`config.mk`:
```
export PLATFORM = sky130hd
export DESIGN_NAME = wiper_interval_controller
export DESIGN_NICKNAME = d
export VERILOG_FILES = /design/src/sv/wic_pkg.sv /design/src/sv/wiper_interval_controller.sv
export VERILOG_INCLUDE_DIRS = /design/src /design/src/sv
export SDC_FILE = /design/constraint.sdc
export NUM_CORES = 1
export LEC_CHECK = 0
export CAP_MARGIN = 20
export CORE_AREA = 2 2 162 180
export DETAILED_ROUTE_END_ITERATION = 8
export DIE_AREA = 0 0 164 182
export DONT_BUFFER_PORTS = 1
export SLEW_MARGIN = 20
export SYNTH_ARGS = -nofsm -noshare
export SYNTH_HDL_FRONTEND = slang
export SYNTH_SLANG_ARGS = --single-unit
```
`constraint.sdc`:
```
create_clock -name i_clk -period 17.4 [get_ports i_clk]
set_clock_uncertainty 0.15 [all_clocks]
set_input_delay 1.74 -clock i_clk [delete_from_list [all_inputs] [get_ports i_clk]]
set_output_delay 1.74 -clock i_clk [all_outputs]
set_load 0.03 [all_outputs]
```
`src/sv/assert_macros.svh`:
```
// assertion helpers, compiled out for synthesis
`ifndef ASSERT_MACROS_SVH
`define ASSERT_MACROS_SVH

`ifndef SYNTHESIS

`define WIC_ASSERT_ALWAYS(label, clk, rst_n, expr, msg) \
    label: assert property (@(posedge clk) disable iff (!rst_n) (expr)) else $error(msg);

`define WIC_ASSERT_NEXT(label, clk, rst_n, ante, cons, msg) \
    label: assert property (@(posedge clk) disable iff (!rst_n) (ante) |=> (cons)) \
        else $error(msg);

`else

`define WIC_ASSERT_ALWAYS(label, clk, rst_n, expr, msg)

`define WIC_ASSERT_NEXT(label, clk, rst_n, ante, cons, msg)

`endif

`endif

```
`src/sv/wic_pkg.sv`:
```
`default_nettype none

package wic_pkg;

    localparam int unsigned TIMER_W    = 16;
    localparam int unsigned COUNT_W    = 8;
    localparam int unsigned WAIT_W     = 12;
    localparam int unsigned CFG_IDX_W  = 3;
    localparam int unsigned CFG_DATA_W = 16;

    localparam logic [TIMER_W-1:0] TIMER_IDLE     = 16'd65534;
    localparam logic [TIMER_W-1:0] LEARN_MIN      = 16'd60;
    localparam logic [TIMER_W-1:0] LEARN_MAX      = 16'd3600;
    localparam logic [COUNT_W-1:0] HOLD_MAX       = 8'd255;

    localparam logic [COUNT_W-1:0] RST_DEBOUNCE   = 8'd3;
    localparam logic [TIMER_W-1:0] RST_WASH_WAIT  = 16'd10;
    localparam logic [TIMER_W-1:0] RST_WASH_SHORT = 16'd30;
    localparam logic [TIMER_W-1:0] RST_WASH_LONG  = 16'd99;
    localparam logic [COUNT_W-1:0] RST_HOLD_THR   = 8'd21;
    localparam logic [TIMER_W-1:0] RST_DRY_WAIT   = 16'd180;
    localparam logic [TIMER_W-1:0] RST_INT_WORK   = 16'd30;
    localparam logic [WAIT_W-1:0]  RST_INT_WAIT   = 12'd210;

    typedef enum logic [CFG_IDX_W-1:0] {
        CFG_DEBOUNCE   = 3'd0,
        CFG_WASH_WAIT  = 3'd1,
        CFG_WASH_SHORT = 3'd2,
        CFG_WASH_LONG  = 3'd3,
        CFG_HOLD_THR   = 3'd4,
        CFG_DRY_WAIT   = 3'd5,
        CFG_INT_WORK   = 3'd6,
        CFG_INT_WAIT   = 3'd7
    } t_cfg_idx;

endpackage

`default_nettype wire

```
`src/sv/wiper_interval_controller.sv`:
```
// Wiper interval controller. Each accepted input request is one tick carrying the
// raw, active-low washer and intermittent switch levels; each produces exactly one
// result request with the motor relay and washing flags as they stand after that
// tick. Both switches are debounced by debounce_ticks, intermittent mode learns
// its pause from the idle time between wipes (falling back to
// interval_default_wait outside 60..3600 ticks), and washer mode gives a short
// or long wipe plus an optional drying wipe. The whole state update is one
// combinational pass into the state registers, and the result sits in an output
// register, so a new tick is taken every cycle unless the output register is full
// and stalled. Configuration writes take effect on the next edge and should only
// be made while the block is idle.
`default_nettype none

module wiper_interval_controller
    import wic_pkg::*;
(
    input  wire logic                  i_clk,
    input  wire logic                  i_rst_n,
    input  wire logic                  i_cfg_we,
    input  wire logic [CFG_IDX_W-1:0]  i_cfg_addr,
    input  wire logic [CFG_DATA_W-1:0] i_cfg_wdata,
    input  wire logic                  i_in_valid,
    output logic                       o_in_ready,
    input  wire logic                  i_washer_pin,
    input  wire logic                  i_interval_pin,
    output logic                       o_out_valid,
    input  wire logic                  i_out_ready,
    output logic                       o_wiper_run,
    output logic                       o_washing
);

    // configuration
    logic [COUNT_W-1:0] r_debounce_ticks;
    logic [TIMER_W-1:0] r_wash_wait_time;
    logic [TIMER_W-1:0] r_wash_work_short;
    logic [TIMER_W-1:0] r_wash_work_long;
    logic [COUNT_W-1:0] r_hold_threshold;
    logic [TIMER_W-1:0] r_drying_wait_time;
    logic [TIMER_W-1:0] r_interval_work_time;
    logic [WAIT_W-1:0]  r_interval_default_wait;

    // wiper state
    logic               r_wash_mode,         n_wash_mode;
    logic               r_drying_pending,    n_drying_pending;
    logic               r_drying_wait,       n_drying_wait;
    logic               r_working,           n_working;
    logic [COUNT_W-1:0] r_interval_debounce, n_interval_debounce;
    logic [COUNT_W-1:0] r_washer_debounce,   n_washer_debounce;
    logic               r_interval_level,    n_interval_level;
    logic               r_washer_level,      n_washer_level;
    logic [TIMER_W-1:0] r_phase_timer,       n_phase_timer;
    logic [TIMER_W-1:0] r_phase_wait_limit,  n_phase_wait_limit;
    logic [TIMER_W-1:0] r_phase_work_limit,  n_phase_work_limit;
    logic [COUNT_W-1:0] r_hold_timer,        n_hold_timer;
    logic [TIMER_W-1:0] r_idle_timer,        n_idle_timer;
    logic [WAIT_W-1:0]  r_learned_wait,      n_learned_wait;

    // result register
    logic r_out_valid;
    logic r_wiper_run;
    logic r_washing;

    logic in_fire;
    logic out_fire;

    assign o_in_ready  = !r_out_valid || i_out_ready;
    assign in_fire     = i_in_valid && o_in_ready;
    assign out_fire    = r_out_valid && i_out_ready;
    assign o_out_valid = r_out_valid;
    assign o_wiper_run = r_wiper_run;
    assign o_washing   = r_washing;

    always_ff @(posedge i_clk) begin
        if (!i_rst_n) begin
            r_debounce_ticks        <= RST_DEBOUNCE;
            r_wash_wait_time        <= RST_WASH_WAIT;
            r_wash_work_short       <= RST_WASH_SHORT;
            r_wash_work_long        <= RST_WASH_LONG;
            r_hold_threshold        <= RST_HOLD_THR;
            r_drying_wait_time      <= RST_DRY_WAIT;
            r_interval_work_time    <= RST_INT_WORK;
            r_interval_default_wait <= RST_INT_WAIT;
        end else if (i_cfg_we) begin
            case (i_cfg_addr)
                CFG_DEBOUNCE:   r_debounce_ticks        <= i_cfg_wdata[COUNT_W-1:0];
                CFG_WASH_WAIT:  r_wash_wait_time        <= i_cfg_wdata[TIMER_W-1:0];
                CFG_WASH_SHORT: r_wash_work_short       <= i_cfg_wdata[TIMER_W-1:0];
                CFG_WASH_LONG:  r_wash_work_long        <= i_cfg_wdata[TIMER_W-1:0];
                CFG_HOLD_THR:   r_hold_threshold        <= i_cfg_wdata[COUNT_W-1:0];
                CFG_DRY_WAIT:   r_drying_wait_time      <= i_cfg_wdata[TIMER_W-1:0];
                CFG_INT_WORK:   r_interval_work_time    <= i_cfg_wdata[TIMER_W-1:0];
                CFG_INT_WAIT:   r_interval_default_wait <= i_cfg_wdata[WAIT_W-1:0];
                default: ;
            endcase
        end
    end

    always_comb begin
        logic may_restart;

        n_wash_mode         = r_wash_mode;
        n_drying_pending    = r_drying_pending;
        n_drying_wait       = r_drying_wait;
        n_working           = r_working;
        n_interval_debounce = r_interval_debounce;
        n_washer_debounce   = r_washer_debounce;
        n_interval_level    = r_interval_level;
        n_washer_level      = r_washer_level;
        n_phase_timer       = r_phase_timer;
        n_phase_wait_limit  = r_phase_wait_limit;
        n_phase_work_limit  = r_phase_work_limit;
        n_hold_timer        = r_hold_timer;
        n_idle_timer        = r_idle_timer;
        n_learned_wait      = r_learned_wait;
        may_restart         = 1'b0;

        // intermittent switch
        if (n_interval_debounce == '0) begin
            if (i_interval_pin != n_interval_level) begin
                n_interval_debounce = r_debounce_ticks;
            end
        end else begin
            if (n_interval_debounce == COUNT_W'(1) && i_interval_pin != n_interval_level) begin
                n_interval_level = i_interval_pin;
                if (!n_interval_level) begin
                    if (n_idle_timer < LEARN_MIN || n_idle_timer > LEARN_MAX) begin
                        n_learned_wait = r_interval_default_wait;
                    end else begin
                        n_learned_wait = n_idle_timer[WAIT_W-1:0];
                    end
                    may_restart = !n_wash_mode || (n_drying_wait && !n_working);
                    if (may_restart) begin
                        n_working          = 1'b1;
                        n_phase_timer      = '0;
                        n_phase_wait_limit = TIMER_W'(n_learned_wait);
                        n_phase_work_limit = r_interval_work_time;
                    end
                end
            end
            n_interval_debounce = n_interval_debounce - COUNT_W'(1);
        end

        // washer switch
        if (n_washer_debounce == '0) begin
            if (i_washer_pin != n_washer_level) begin
                n_washer_debounce = r_debounce_ticks;
            end
        end else begin
            if (n_washer_debounce == COUNT_W'(1) && i_washer_pin != n_washer_level) begin
                n_washer_level = i_washer_pin;
                if (!n_washer_level) begin
                    may_restart = !n_wash_mode || (n_drying_wait && !n_working);
                    if (may_restart) begin
                        n_wash_mode        = 1'b1;
                        n_drying_pending   = 1'b0;
                        n_drying_wait      = 1'b0;
                        n_working          = 1'b0;
                        n_phase_timer      = '0;
                        n_hold_timer       = '0;
                        n_phase_wait_limit = r_wash_wait_time;
                        n_phase_work_limit = r_wash_work_short;
                    end else begin
                        n_phase_work_limit = r_wash_work_long;
                        if (n_interval_level
                            || TIMER_W'(n_learned_wait) > r_drying_wait_time) begin
                            n_drying_pending = 1'b1;
                        end
                    end
                end else if (n_hold_timer > r_hold_threshold) begin
                    // release after a long hold
                    n_phase_timer      = '0;
                    n_phase_work_limit = r_wash_work_long;
                    if (n_interval_level
                        || TIMER_W'(n_learned_wait) > r_drying_wait_time) begin
                        n_drying_pending = 1'b1;
                    end
                end
            end
            n_washer_debounce = n_washer_debounce - COUNT_W'(1);
        end

        // hold timer
        if (!n_washer_level && n_hold_timer < HOLD_MAX) begin
            n_hold_timer = n_hold_timer + COUNT_W'(1);
        end

        // wiper phases
        if (n_phase_timer < TIMER_IDLE) begin
            if (!n_working) begin
                if (n_phase_timer >= n_phase_wait_limit) begin
                    if (!n_interval_level || n_wash_mode) begin
                        n_working     = 1'b1;
                        n_phase_timer = '0;
                    end else begin
                        n_phase_timer = TIMER_IDLE;
                    end
                end
            end else if (n_phase_timer >= n_phase_work_limit) begin
                if (!n_washer_level) begin
                    n_phase_timer = '0;
                end else begin
                    if (n_wash_mode) begin
                        if (n_drying_pending) begin
                            n_drying_pending   = 1'b0;
                            n_drying_wait      = 1'b1;
                            n_phase_wait_limit = r_drying_wait_time;
                            n_phase_work_limit = r_wash_work_short;
                            n_phase_timer      = '0;
                        end else begin
                            n_wash_mode   = 1'b0;
                            n_drying_wait = 1'b0;
                        end
                    end
                    if (!n_wash_mode) begin
                        if (!n_interval_level) begin
                            n_phase_timer      = '0;
                            n_phase_wait_limit = TIMER_W'(n_learned_wait);
                            n_phase_work_limit = r_interval_work_time;
                        end else begin
                            n_phase_timer = TIMER_IDLE;
                        end
                    end
                    n_working    = 1'b0;
                    n_idle_timer = '0;
                end
            end
            if (n_phase_timer < TIMER_IDLE) begin
                n_phase_timer = n_phase_timer + TIMER_W'(1);
            end
        end

        // idle timer
        if (!n_working && n_idle_timer < TIMER_IDLE) begin
            n_idle_timer = n_idle_timer + TIMER_W'(1);
        end
    end

    always_ff @(posedge i_clk) begin
        if (!i_rst_n) begin
            r_wash_mode         <= 1'b0;
            r_drying_pending    <= 1'b0;
            r_drying_wait       <= 1'b0;
            r_working           <= 1'b0;
            r_interval_debounce <= '0;
            r_washer_debounce   <= '0;
            r_interval_level    <= 1'b1;
            r_washer_level      <= 1'b1;
            r_phase_timer       <= TIMER_IDLE;
            r_phase_wait_limit  <= '0;
            r_phase_work_limit  <= '0;
            r_hold_timer        <= '0;
            r_idle_timer        <= TIMER_IDLE;
            r_learned_wait      <= RST_INT_WAIT;
        end else if (in_fire) begin
            r_wash_mode         <= n_wash_mode;
            r_drying_pending    <= n_drying_pending;
            r_drying_wait       <= n_drying_wait;
            r_working           <= n_working;
            r_interval_debounce <= n_interval_debounce;
            r_washer_debounce   <= n_washer_debounce;
            r_interval_level    <= n_interval_level;
            r_washer_level      <= n_washer_level;
            r_phase_timer       <= n_phase_timer;
            r_phase_wait_limit  <= n_phase_wait_limit;
            r_phase_work_limit  <= n_phase_work_limit;
            r_hold_timer        <= n_hold_timer;
            r_idle_timer        <= n_idle_timer;
            r_learned_wait      <= n_learned_wait;
        end
    end

    always_ff @(posedge i_clk) begin
        if (!i_rst_n) begin
            r_out_valid <= 1'b0;
        end else if (in_fire) begin
            r_out_valid <= 1'b1;
        end else if (out_fire) begin
            r_out_valid <= 1'b0;
        end
    end

    always_ff @(posedge i_clk) begin
        if (in_fire) begin
            r_wiper_run <= n_working;
            r_washing   <= n_wash_mode;
        end
    end

`include "assert_macros.svh"

    `WIC_ASSERT_ALWAYS(a_phase_sat, i_clk, i_rst_n, r_phase_timer <= TIMER_IDLE, "phase timer past idle marker")
    `WIC_ASSERT_ALWAYS(a_idle_sat, i_clk, i_rst_n, r_idle_timer <= TIMER_IDLE, "idle timer past idle marker")
    `WIC_ASSERT_ALWAYS(a_dry_in_wash, i_clk, i_rst_n, !r_drying_wait || r_wash_mode, "drying wait outside wash mode")
    `WIC_ASSERT_NEXT(a_result_follows, i_clk, i_rst_n, in_fire, r_out_valid && r_wiper_run == r_working && r_washing == r_wash_mode, "result does not match state")

endmodule

`default_nettype wire
```
**Word-level counts from Yosys, hierarchy flattened**

Index checks and enable logic that the tools add are counted.

- Register bits after elaboration: 217
- Bits of input ports: 26
- Output and inout port bits: 4
- Logic and storage cells: 214

- $add $sub $neg: 5
- $lt $le $gt $ge: 10
- Equal/unequal tests: 13
- Mux-type cells: 126
- Reduce and logical (&&, ||, !) cells: 35

Operators with widths:

| kind | count |
|---|---|
| $mux W16 | 59 |
| $mux W8 | 9 |
| $mux W1 | 54 |
| $lt A16 B16 Y1 const B | 3 |
| $mux W12 | 4 |
| $add A16 B1 Y16 const B | 2 |
| $ge A16 B16 Y1 | 2 |
| $reduce_and A2 Y1 | 10 |
| $eq A8 B1 Y1 const B | 2 |
| $gt A12 B16 Y1 | 1 |
| $gt A16 B12 Y1 const B | 1 |
| $logic_not A8 Y1 | 2 |
| $lt A16 B6 Y1 const B | 1 |
| $sub A8 B1 Y8 const B | 2 |
| $eq A3 B3 Y1 const B | 4 |
| $add A8 B1 Y8 const B | 1 |
| $gt A8 B8 Y1 | 1 |
| $logic_and A1 B1 Y1 | 8 |
| $lt A8 B8 Y1 const B | 1 |
| $logic_not A1 Y1 | 7 |
| $eq A3 B2 Y1 const B | 2 |
| $logic_or A1 B1 Y1 | 6 |
| $ne A2 B1 Y1 const B | 2 |
| $eq A3 B1 Y1 const B | 1 |
| other kinds (3) | 4 |

**Depth between registers and ports, before layout**

- Depth in word-level cells: 28
- Gate-level depth with buffers: 25
- Depth with buffers taken out: 24

**Worst setup path before layout**

No wires, ideal clock.

- Path kind: input-to-reg
- From: input i_interval_pin
- To: register r_phase_timer[12]
- Library setup time: 0.074 ns
- Data arrival time: 6.755 ns
- Data required time: 17.176 ns
- Path slack: 10.421 ns
- Stages on the path: 23
- Path buffers: 3
- Path through: nand2b_1 -> or3_1 -> clkbuf_1 -> a21oi_1 -> clkbuf_1 -> nand2_1 -> a21oi_1 -> a21oi_1 -> ha_1 -> a211oi_1 -> nor2_1 -> or3_1 -> a211oi_1 -> a211oi_1 -> or2_2 -> clkbuf_1 -> a21oi_1 -> ha_1 -> inv_1 -> nor2_1 -> nand4_1 -> or3_1 -> a31oi_1

- Cells in the longest elaborated chain, start to end: 25
- Elaborated cells on any way between the ends: 77
- Classes of those cells: add/sub: 1; order compare: 5; eq/ne: 1; mux: 63; reduce/logical: 7

RTL lines:

| element | RTL line | source |
|---|---|---|
| from (decl) | wiper_interval_controller.sv:25 | `input wire logic i_interval_pin,` |
| $ne A1 B1 Y1 | wiper_interval_controller.sv:123 | `if (n_interval_debounce == COUNT_W'(1) && i_interval_pin != n_interval_level) begin` |
| $logic_and A1 B1 Y1 | wiper_interval_controller.sv:123 |  |
| $mux W12 or $mux W1 (tied branches) | wiper_interval_controller.sv:123 |  |
| $mux W12 or $mux W1 (tied branches) | wiper_interval_controller.sv:118 | `if (n_interval_debounce == '0) begin` |
| $gt A12 B16 Y1 or $logic_not A1 Y1 (tied branches) | wiper_interval_controller.sv:165, wiper_interval_controller.sv:174, wiper_interval_controller.sv:152 |  |
| $logic_or A1 B1 Y1 or $logic_and A1 B1 Y1 (tied branches) | wiper_interval_controller.sv:165, wiper_interval_controller.sv:174, wiper_interval_controller.sv:152 |  |
| $mux W1 or $logic_or A1 B1 Y1 (tied branches) | wiper_interval_controller.sv:164, wiper_interval_controller.sv:173, wiper_interval_controller.sv:152 |  |
| $mux W1, on equally long branches | wiper_interval_controller.sv:153, wiper_interval_controller.sv:169 |  |
| [... 9 more ...] | -- |  |
| $mux W16 | wiper_interval_controller.sv:214 | `if (!n_wash_mode) begin` |
| $mux W16 | wiper_interval_controller.sv:199 | `if (!n_washer_level) begin` |
| $mux W16 | wiper_interval_controller.sv:198 | `end else if (n_phase_timer >= n_phase_work_limit) begin` |
| $mux W16 | wiper_interval_controller.sv:189 | `if (!n_working) begin` |
| $mux W16 | wiper_interval_controller.sv:188 | `if (n_phase_timer < TIMER_IDLE) begin` |
| $add A16 B1 Y16 or $lt A16 B16 Y1 (tied branches) | wiper_interval_controller.sv:228, wiper_interval_controller.sv:227 |  |
| $mux W16 | wiper_interval_controller.sv:227 | `if (n_phase_timer < TIMER_IDLE) begin` |
| $mux W16 (*) | wiper_interval_controller.sv:188 |  |
| to (signal assigned) | wiper_interval_controller.sv:263 | `r_phase_timer <= n_phase_timer;` |
| to (decl) | wiper_interval_controller.sv:51 | `logic [TIMER_W-1:0] r_phase_timer, n_phase_timer;` |

Every way passes the cells marked *; elsewhere a longest branch is shown, timed or not. The select of a mux whose other input is x is not followed.
A chain may end at the register's enable or synchronous reset.

**Worst setup path in the final report**

Same ends and word-level chain as after synthesis.

==> flow_summary.toml <==
[setup_path]
required_ns = 17.71
path_cells = "nand2b_1, nor3_2, a21boi_2, buf_4, o41ai_4, nand2_1, inv_1, ha_1, o21ai_0, nor2_1, or3_1, a211oi_1, a211oi_1, or2_2, a21oi_1, ha_1, inv_1, nor2_1, nand4_1, or3_1, a31oi_1"
crit_path_end_kind = "flip-flop"
path_class = "in2reg"
critPathLaunchType = "input port"
crit_fanout = 20
slowest_delay_ns = 0.88
cp_slowest_cell = "o41ai_4"
path_buf_inv = 3
cp.arrival_ns = 7.52
cp_top_family = "compound AO/OA/AOI/OAI gates"

[global_route]
grt_pass1_vias = 11000
antenna_found_initial = 0
grt_max_degree = 181
track_usage_pct = 26.3
grt_pass1_wl_mm = 62.6
overflow = 0

[detailed_routing]
first_iter_violations = 996
viasPerCell = 6.03
routed_wl_mm = 39.2
wl_per_cell_um = 20.0
ant_nets = 0
drt-pass1-iter-count = 5
via_count = 11800
drc = 0

[timing]
setup_violations = 0
hold_viol_final = 0
worst_slew_pin_slew_ns = 1.13
slew-limit-headroom_pct = 24.6
fmax_mhz = 139
period_minus_slack_ns = 7.20
tns_ns = 0
rsz0062_at_grt = "false"
finalCritPeriodShare_pct = 41.4
maxSlewViolCount = 0
worst_slack_ns = 10.20

[power]
p_leak_uw = 0.00498
finalPower_uw = 1820
cellPowerDensity_mw_per_mm2 = 135
ir_worst_vdd_v = 0.0000800

[synthesis]
yosysMostFrequentCell = "nand2_1"
synth_top_area_share_pct = 34.7
yosysWarnings = 0
async_flop_share_pct = 0
yosysSeqAreaShare_pct = 35.2
yosysTopAreaCell = "dfxtp_1"
synth_top_flop_cell = "dfxtp_1"
synth_area_per_cell_sq_um = 7.63
synth.distinct_cells = 79
synth_nets = 1714
syn_inst = 1628
netlist_top_cells_area = "dfxtp_1 (35%), nand2_1 (11%), ha_1 (6.0%)"
synth-seq-cells = 217
synthTopCellsByCount = "nand2_1 (368), dfxtp_1 (215), a21oi_1 (105), a21boi_0 (96), clkbuf_1 (88)"
synth-edff-count = 2
syn_area_sq_mm = 0.0124

[flow_run]
max-cap-violations = 0

[clock_network]
cts_tree = "yes"
postCtsHoldBufs = 0
clkLatencyLatePin_ns = 0.55
ctsRootBufferMaster = "clkbuf_16"
cts_buffer_depth = 3
cts_buffers = 25
cts_sinks = 217
ctsHtreeMaxLevel = 1
path_clk_slew_ns = 0.06
post_cts_buffers = 0
cts_resized = 0

[finish]
fin_util_pct = 47.8
final_cells = 1960
syn_to_final_growth_pct = 8.61
antenna_cells = 0
drive_above_1_share_pct = 5.59
nNetsFinal = 1660

[placed_design]
io_buffers = 0
dp.cells = 1914
pre_cts_slack_ns = 9.68
place_congestion = 0.880
hpwl_mm = 27.2

[floorplan]
fp.dieArea_sq_mm = 0.0298
die_w_um = 164
initial_core_util_pct = 44.0
rows = 65
num_io_pins = 30
dieHeight_um = 182
core_sq_mm = 0.0282

[hold_path]
hp-class = "reg2reg"

[outcome]
status = "complete, no violations"
logic make-up after synthesis:
kind of cell / Yosys count / synth area share, %
adder cells (fa/ha/maj): 60 / 6.05
AO/OA/AOI/OAI: 512 / 27.9
AND/OR/NAND/NOR: 666 / 24.2
multiplexers: 20 / 1.61
flip-flops: 217 / 35.2
buffers and inverters: 149 / 4.79
XOR/XNOR: 4 / 0.282
flip-flops by register name, indices dropped and copies added (netlist names), 16 cells and up:
signal	count
r_wash_wait_time	16
r_wash_work_long	16
r_wash_work_short	16
r_phase_wait_limit	16
r_phase_work_limit	16
r_drying_wait_time	16
r_phase_timer	16
r_idle_timer	16
r_interval_work_time	16
cell type report:
class,instances,area (sq um)
fill,2818,14700
multi-input combinational,1262,7480
sequential,217,4360
clock buffer,34,719
tap,368,460
inverter,49,184
timing repair buffer,19,143
clock inverter,11,131
power by group:
| group | switching [uW] | internal [uW] |
|---|---|---|
| registers | 58.4 | 545 |
| clock network | 226 | 321 |
| logic | 429 | 243 |
| total | 714 | 1110 |
final timing paths:
path | from | to | slack (ns) | cells after the start
worst min register to register | r_phase_work_limit[10] | r_phase_work_limit[10] | 0.30 | 2
worst max-delay path | i_interval_pin | r_phase_timer[12] | 10.20 | 21
worst max register to register | r_interval_debounce[0] | r_phase_timer[12] | 10.22 | 23
worst min-delay path | r_phase_work_limit[10] | r_phase_work_limit[10] | 0.30 | 2
stage by stage:
stage               instance area, sq um  hold slack [ns]
global route                       13500            0.312
CTS                                13500            0.297
floorplan                          12400            0.275
detailed placement                 12600            0.288
global placement                   12600            0.282
finish                             13500            0.296
per-layer routing:
| metal | up-vias | wire, um | global-route usage, % |
|---|---|---|---|
| met5 | - | 0 | 0 |
| li1 | 5715 | - | - |
| met4 | 0 | 966 | 7.44 |
| met2 | 415 | 17500 | 41.5 |
| met1 | 5632 | 18300 | 37.6 |
| met3 | 65 | 2420 | 3.49 |
worst min-delay path, stage by stage (launching register included):
cell	delay, ns
dfxtp_1	0.31
nand2_1	0.05
o21ai_1	0.05
cell usage in the layout, fill, tap and decap left out, types with 6 or more instances in the layout:
cell and count:
nor2_1 76, and2_1 22, clkbuf_8 6, o31ai_1 7, ha_1 60, a21o_1 33
o211ai_1 17, o22ai_1 29, inv_1 48, nand2_1 368, o21a_1 11, nand3_1 65
o21ai_0 70, a211o_1 7, a21boi_0 96, a31oi_1 17, clkbuf_16 25, o21ai_1 24
buf_4 19, dfxtp_1 215, a41oi_1 6, a211oi_1 21, o311ai_0 10, nor3_1 20
nand4_1 23, and3_1 16, a22o_1 15, a21oi_1 104, and4_1 6, nand2b_1 10
nor2b_1 19, or3_1 9, mux2i_1 20
No activity file was read; power rests on OpenSTA's default activity.
